===== config.mk =====
export PLATFORM = sky130hd
export DESIGN_NAME = kabf_div
export DESIGN_NICKNAME = d
export VERILOG_FILES = /design/src/hdl/kabf_pkg.sv /design/src/hdl/kabf_div.sv
export SDC_FILE = /design/constraint.sdc
export NUM_CORES = 1
export LEC_CHECK = 0
export BUFFER_PORTS_ARGS = -buffer_cell sky130_fd_sc_hd__buf_4
export CORE_ASPECT_RATIO = 1.1
export CORE_MARGIN = 5
export CORE_UTILIZATION = 65
export DETAILED_ROUTE_END_ITERATION = 7
export PLACE_DENSITY_LB_ADDON = 0.15
export SYNTH_ARGS = -nofsm -noshare
export SYNTH_HDL_FRONTEND = slang
export SYNTH_SLANG_ARGS = --single-unit

===== constraint.sdc =====
create_clock -name clk -period 11.5 [get_ports clk]
set_input_delay 0 -clock clk [delete_from_list [all_inputs] [get_ports clk]]
set_output_delay 0 -clock clk [all_outputs]
set_load 0.005 [all_outputs]

===== src/hdl/kabf_pkg.sv =====
// Package for the two-state angle/bias Kalman filter.
// Holds field widths, register codes, reset values, unit request types
// and saturation helpers. No dependencies.
package kabf_pkg;

  localparam int ANG_W     = 32;  // angle, rate, bias: signed Q16.16
  localparam int COV_W     = 48;  // covariance: signed Q16.32
  localparam int DT_W      = 24;  // time step: unsigned Q0.24
  localparam int MEAS_W    = 25;
  localparam int GYRO_W    = 28;
  localparam int NOISE_W   = 32;  // noise variances: unsigned Q0.32
  localparam int GAIN_W    = 32;  // gain: signed Q1.30
  localparam int MRES_W    = 56;  // scaled product out of the multiplier
  localparam int SUM_W     = 58;  // headroom for sums before saturation
  localparam int CFG_IDX_W = 2;

  localparam logic [NOISE_W-1:0] Q_ANGLE_RST = 32'd4294967;
  localparam logic [NOISE_W-1:0] Q_BIAS_RST  = 32'd12884902;
  localparam logic [NOISE_W-1:0] R_MEAS_RST  = 32'd128849019;

  typedef enum logic [CFG_IDX_W-1:0] {
    REG_Q_ANGLE = 2'd0,
    REG_Q_BIAS  = 2'd1,
    REG_R_MEAS  = 2'd2
  } cfg_reg_t;

  localparam logic CMD_UPDATE = 1'b0;
  localparam logic CMD_SET    = 1'b1;

  // shift select for the multiplier: floor(a*b / 2^24) or / 2^30
  localparam logic SH_24 = 1'b0;
  localparam logic SH_30 = 1'b1;

  typedef struct packed {
    logic                    start;
    logic                    sh30;
    logic signed [COV_W-1:0] a;
    logic signed [GAIN_W-1:0] b;
  } mul_req_t;

  typedef struct packed {
    logic                     done;
    logic signed [MRES_W-1:0] res;
  } mul_rsp_t;

  typedef struct packed {
    logic                    start;
    logic signed [COV_W-1:0] num;
    logic [COV_W-1:0]        den;   // strictly positive
  } div_req_t;

  typedef struct packed {
    logic                     done;
    logic signed [GAIN_W-1:0] q;
  } div_rsp_t;

  function automatic logic signed [ANG_W-1:0] sat32(input logic signed [SUM_W-1:0] v);
    logic ovf;
    ovf = !((&v[SUM_W-1:ANG_W-1]) || !(|v[SUM_W-1:ANG_W-1]));
    if (!ovf)
      return v[ANG_W-1:0];
    else if (v[SUM_W-1])
      return {1'b1, {(ANG_W-1){1'b0}}};
    else
      return {1'b0, {(ANG_W-1){1'b1}}};
  endfunction

  function automatic logic signed [COV_W-1:0] sat48(input logic signed [SUM_W-1:0] v);
    logic ovf;
    ovf = !((&v[SUM_W-1:COV_W-1]) || !(|v[SUM_W-1:COV_W-1]));
    if (!ovf)
      return v[COV_W-1:0];
    else if (v[SUM_W-1])
      return {1'b1, {(COV_W-1){1'b0}}};
    else
      return {1'b0, {(COV_W-1){1'b1}}};
  endfunction

endpackage


===== src/hdl/kabf_div.sv =====
// Gain divider: num / den in Q1.30, truncated toward zero, saturated.
// Restoring, one quotient bit per cycle. Depends on kabf_pkg.
module kabf_div (
  input  logic              clk,
  input  logic              rst_n,
  input  kabf_pkg::div_req_t req,
  output kabf_pkg::div_rsp_t rsp
);
  import kabf_pkg::*;

  localparam int FRAC = 30;
  localparam int QW   = FRAC + 1;

  typedef enum logic [2:0] {
    D_IDLE  = 3'b001,
    D_SETUP = 3'b010,
    D_ITER  = 3'b100
  } dstate_t;

  dstate_t          st_r, st_nxt;
  logic             done_r, done_nxt;
  logic             neg_r, neg_nxt;
  logic [COV_W-1:0] mag_r, mag_nxt;
  logic [COV_W-1:0] d_r, d_nxt;
  logic [COV_W-1:0] rem_r, rem_nxt;
  logic [QW-1:0]    q_r, q_nxt;
  logic [4:0]       cnt_r, cnt_nxt;
  logic [COV_W:0]   rem2;

  always_comb begin
    st_nxt   = st_r;
    done_nxt = 1'b0;
    neg_nxt  = neg_r;
    mag_nxt  = mag_r;
    d_nxt    = d_r;
    rem_nxt  = rem_r;
    q_nxt    = q_r;
    cnt_nxt  = cnt_r;
    rem2     = {rem_r, 1'b0};
    unique case (st_r)
      D_IDLE: begin
        if (req.start) begin
          neg_nxt = req.num[COV_W-1];
          mag_nxt = req.num[COV_W-1] ? COV_W'(-req.num) : COV_W'(req.num);
          d_nxt   = req.den;
          st_nxt  = D_SETUP;
        end
      end
      D_SETUP: begin
        if ({1'b0, mag_r} >= {d_r, 1'b0}) begin
          q_nxt    = '1;
          done_nxt = 1'b1;
          st_nxt   = D_IDLE;
        end else begin
          if (mag_r >= d_r) begin
            rem_nxt = mag_r - d_r;
            q_nxt   = QW'(1);
          end else begin
            rem_nxt = mag_r;
            q_nxt   = '0;
          end
          cnt_nxt = 5'(FRAC);
          st_nxt  = D_ITER;
        end
      end
      D_ITER: begin
        if (rem2 >= {1'b0, d_r}) begin
          rem_nxt = COV_W'(rem2 - {1'b0, d_r});
          q_nxt   = {q_r[QW-2:0], 1'b1};
        end else begin
          rem_nxt = rem2[COV_W-1:0];
          q_nxt   = {q_r[QW-2:0], 1'b0};
        end
        cnt_nxt = cnt_r - 5'd1;
        if (cnt_r == 5'd1) begin
          done_nxt = 1'b1;
          st_nxt   = D_IDLE;
        end
      end
      default: st_nxt = D_IDLE;
    endcase
  end

  always_ff @(posedge clk) begin
    if (!rst_n) begin
      st_r   <= D_IDLE;
      done_r <= 1'b0;
      cnt_r  <= '0;
    end else begin
      st_r   <= st_nxt;
      done_r <= done_nxt;
      cnt_r  <= cnt_nxt;
    end
    neg_r <= neg_nxt;
    mag_r <= mag_nxt;
    d_r   <= d_nxt;
    rem_r <= rem_nxt;
    q_r   <= q_nxt;
  end

  assign rsp.done = done_r;
  assign rsp.q    = neg_r ? -$signed({1'b0, q_r}) : $signed({1'b0, q_r});

endmodule


; ---- Word-level counts from Yosys, hierarchy flattened
; Index checks and enable logic that the tools add are counted.
[op_classes]
addsub = 5
n_lt_le_gt_ge = 3
n_eq_ne = 7
n_mux = 19
reduce_logical = 4
[op_table]
columns = operator, count
row1 = two-way mux 48 bit, 3
row2 = case mux 48 bit (2 select lines), 1
row3 = subtractor 48 bit, 2
row4 = case mux 31 bit (2 select lines), 1
row5 = >= comparator 48 x 49 -> 1 bit, 1
row6 = >= comparator 49 x 48 -> 1 bit, 1
row7 = >= comparator 48 bit, 1
row8 = negator 48 bit, 1
row9 = two-way mux 47 bit, 1
row10 = two-way mux 32 bit, 1
row11 = negator 31 -> 32 bit, 1
row12 = two-way mux 31 bit, 1
row13 = case mux 5 bit (2 select lines), 1
row14 = two-way mux 3 bit, 3
row15 = case mux 3 bit (3 select lines), 1
row16 = != test 2 bit (second input constant), 3
row17 = AND reduction 2 bit, 3
row18 = == test 5 x 1 -> 1 bit (second input constant), 1
row19 = two-way mux 5 bit, 1
row20 = subtractor 5 x 1 -> 5 bit (second input constant), 1
row21 = two-way mux 1 bit, 4
row22 = == test 3 x 1 -> 1 bit (second input constant), 1
row23 = == test 3 x 2 -> 1 bit (second input constant), 1
row24 = == test 3 bit (second input constant), 1
row25 = other kinds (2), 2
[word_totals]
reg_bits = 185
inputBits = 99
out_inout_bits = 33
wordCells = 47

; ---- Depth between registers and ports, before layout
[logic_depth]
depth_word = 4
ltp_mapped = 15
depth_no_buf = 14

; ---- Worst setup path after synthesis
; Ideal clock, no wire load.
[synth_path]
path_kind = register to register
from = reg mag_r[6]
to = reg rem_r[0], enable pin
setup_time_ns = 0.413
arrival_ns = 3.620
required_time_ns = 11.087
setup_slack_ns = 7.467
path_stages_with_launch = 10
n_path_buf = 0
period_less_slack_ns = 4.033
cell_sequence = edfxtp_1 -> ha_1 -> a2111oi_0 -> a211oi_1 -> o311ai_0 -> nand4b_1 -> a31oi_1 -> nand2_1 -> nor3_1 -> nand2b_1
[synth_between]
elab_chain_len = 3
[synth_lines]
columns = item, line_no
row1 = start: declaration, kabf_div.sv:23  ; logic [COV_W-1:0] mag_r, mag_nxt;
row2 = start signal: assignment, kabf_div.sv:95  ; mag_r <= mag_nxt;
row3 = >= comparator 48 x 49 -> 1 bit, kabf_div.sv:50  ; if ({1'b0, mag_r} >= {d_r, 1'b0}) begin
row4 = != test 2 bit (no line), --
row5 = AND reduction 2 bit (no line), --
row6 = end signal: assignment, kabf_div.sv:97  ; rem_r <= rem_nxt;
row7 = end: declaration, kabf_div.sv:25  ; logic [COV_W-1:0] rem_r, rem_nxt;
; No other way between the ends.
; A chain may end at the register's enable or synchronous reset.

; ---- Final worst setup path
[layout_path]
from = reg mag_r[6]
to = reg rem_r[28], enable pin
; Same word-level chain as after synthesis.

==> impl_metrics.ini <==
[status]
status = completed

[sta]
rsz0062_at_grt = no
fmax_ghz = 0.2310
post-route-min-period_ns = 4.329
worst_pin_slew_ns = 0.9971
max_slew_margin_pct = 33.52
clock_skew_ns = 0.01497
tns_ns = 0
slew_viol_final = 0
finalSetupViolations = 0
fin_crit_sh_pct = 37.64
report.final.hold_viol_count = 0

[worst_setup_path]
crit_chain = ha_1, a2111oi_0, a211oi_1, o311ai_0, nand4b_1, a31oi_1, nand2_1, nor3_1, nand2b_2, buf_4
path_class = register to register
slowest_delay_ns = 0.55
crit_path_start_kind = register
crit_buf_inv = 1
worst-path-max-fanout = 48
arrival_ns = 4.40
critPathTopFamily = compound AO/OA/AOI/OAI gates
cp_slowest_cell = nor3_1
cp-end-kind = register
required_ns = 11.57

[route]
detail-route-antenna-nets = 0
drtIter0Drc = 1981
avgRoutedWirePerCell_um = 21.24
num_vias = 15060
wl_um = 47880
viasPerCell = 6.682
first_pass_iters = 6
drc = 0

[cts]
ctsHoldBuffers = 110
cts_buffer_depth = 2
clk_pin_slew_ns = 0.08
htreeDepth = 4
numCtsBuffers = 17
cts_tree = yes
clockRootBuffer = clkbuf_16
cts_resized = 0
numClockSinks = 185
postCtsSetupRepairBufs = 0
clock_latency_ns = 0.45

[grt]
grt_pass1_wl_um = 74800
grt_max_degree = 90
grt_use_total_pct = 33.94
overflow = 0
antenna_found_initial = 0
grt_pass1_vias = 14200

[place]
gp_congestion = 0.9776
hpwl_um = 33090
io_buffers = 131
place_area_mm2 = 0.01686

[synthesis]
syn_nets = 1999
synth_area_leader_cell = edfxtp_1
synth.area.top_cells = edfxtp_1 (34%), ha_1 (12%), xnor2_1 (6.7%)
synth_edf_count = 176
synthCells = 1751
ys_ff_latch = 185
ys_types = 77
avgSynthCellArea_um2 = 8.996
synth-async-reset-ratio_pct = 0
synth.top_cell.area_share_pct = 33.55
syn-cell-area_mm2 = 0.01575
dominantRegCellSynth = edfxtp_1
yosysWarningCount = 0
ys_seq_area_share_pct = 34.70

[power_and_ir_drop]
p_leak_nw = 7.407
power_mw = 2.174
powerDensity_mw_per_mm2 = 117.2
vdd_drop_max_v = 0.00008966

[layout]
layout_common_cells = edfxtp_1 (176), nand2_1 (155), a21oi_1 (148)
fillers = 1596
final_common_cell = edfxtp_1
area_growth_pct = 17.75
nNetsFinal = 2184
diodes = 0
drive_above_1_share_pct = 10.52
multi_input_area_mm2 = 0.009646
final_area_mm2 = 0.01855
seqCellArea_mm2 = 0.005465

[floorplan]
die_area_mm2 = 0.02745
ios = 132
placementRows = 59
core-area_mm2 = 0.02377
start_util_pct = 66.26
die_x_um = 158.4
die_height_um = 173.3

[run]
maxCapViolations = 0

[worst_hold_path]
hold_class = input pin to register
==> cells in the mapped netlist (22+ instances only) <==
library cell / number
a211oi_1: 24
a21o_1: 56
a21oi_1: 149
a31oi_1: 33
clkbuf_1: 65
edfxtp_1: 176
ha_1: 147
inv_1: 84
nand2_1: 155
nand3_1: 35
nand4_1: 32
nor2_1: 116
nor3_1: 29
o21a_1: 49
o21ai_0: 114
o31ai_1: 30
or3_1: 22
xnor2_1: 120
xor2_1: 34
==> layout make-up <==
cell class                      count  area share, %
Multi-Input combinational cell   1398          52.01
Sequential cell                   185          29.47
Timing Repair Buffer              250          11.60
Clock buffer                       17          2.294
Tap cell                          305          2.058
Inverter                           84          1.700
Clock inverter                     15         0.8703
==> state kept, by name, summed over array words and instances (netlist names) <==
signal,flops
cnt_r,5
d_r,48
done_r,1
mag_r,48
neg_r,1
q_r,31
rem_r,48
st_r,3
==> kinds of logic (layout without fill, tap and decap cells) <==
| family | after synthesis | count (layout) | synth area share [%] |
|---|---|---|---|
| AND/OR/NAND/NOR | 493 | 493 | 15.24 |
| AO/OA/AOI/OAI | 589 | 589 | 24.47 |
| multiplexers | 13 | 13 | 0.8341 |
| flip-flops | 185 | 185 | 34.70 |
| XOR/XNOR | 154 | 154 | 8.563 |
| buffers and inverters | 168 | 366 | 4.258 |
| adder cells (fa/ha/maj) | 149 | 149 | 11.93 |
==> worst paths after layout <==
check             slack [ns]                  start  cells past startpoint               endpoint
setup / recovery        7.17     mag_r[6]$_DFFE_PP_                     10    rem_r[28]$_DFFE_PP_
hold / removal          0.04                req[51]                      2     mag_r[3]$_DFFE_PP_
setup reg to reg        7.17     mag_r[6]$_DFFE_PP_                     10    rem_r[28]$_DFFE_PP_
hold reg to reg         0.55  cnt_r[1]$_SDFFE_PN0P_                      1  cnt_r[1]$_SDFFE_PN0P_
==> power breakdown <==
part / switching, mW / internal [mW] / leakage, nW
registers: 0.0303 / 0.795 / 1.71
clock network: 0.299 / 0.308 / 0.283
logic: 0.431 / 0.311 / 5.41
total: 0.760 / 1.41 / 7.41
==> layer usage <==
layer	part of all wire (%)	up-vias	track usage, %
met5	0	-	0
met4	2.9	0	9.847
met3	11	111	6.417
met2	44	866	51.15
met1	43	7157	49.98
li1	-	6928	-
==> through the flow <==
stage	hold slack, ns	std cells	util [%]	setup slack, ns
after floorplan	0.09887	1751	-	7.467
after global placement	0.1779	2112	70.92	7.402
after detailed placement	0.1793	2112	70.92	7.168
after CTS	0.002637	2254	78.02	7.137
after global routing	0.05144	2254	78.02	6.883
final	0.03748	2254	78.02	7.171
(Power assumes the default switching activity.)
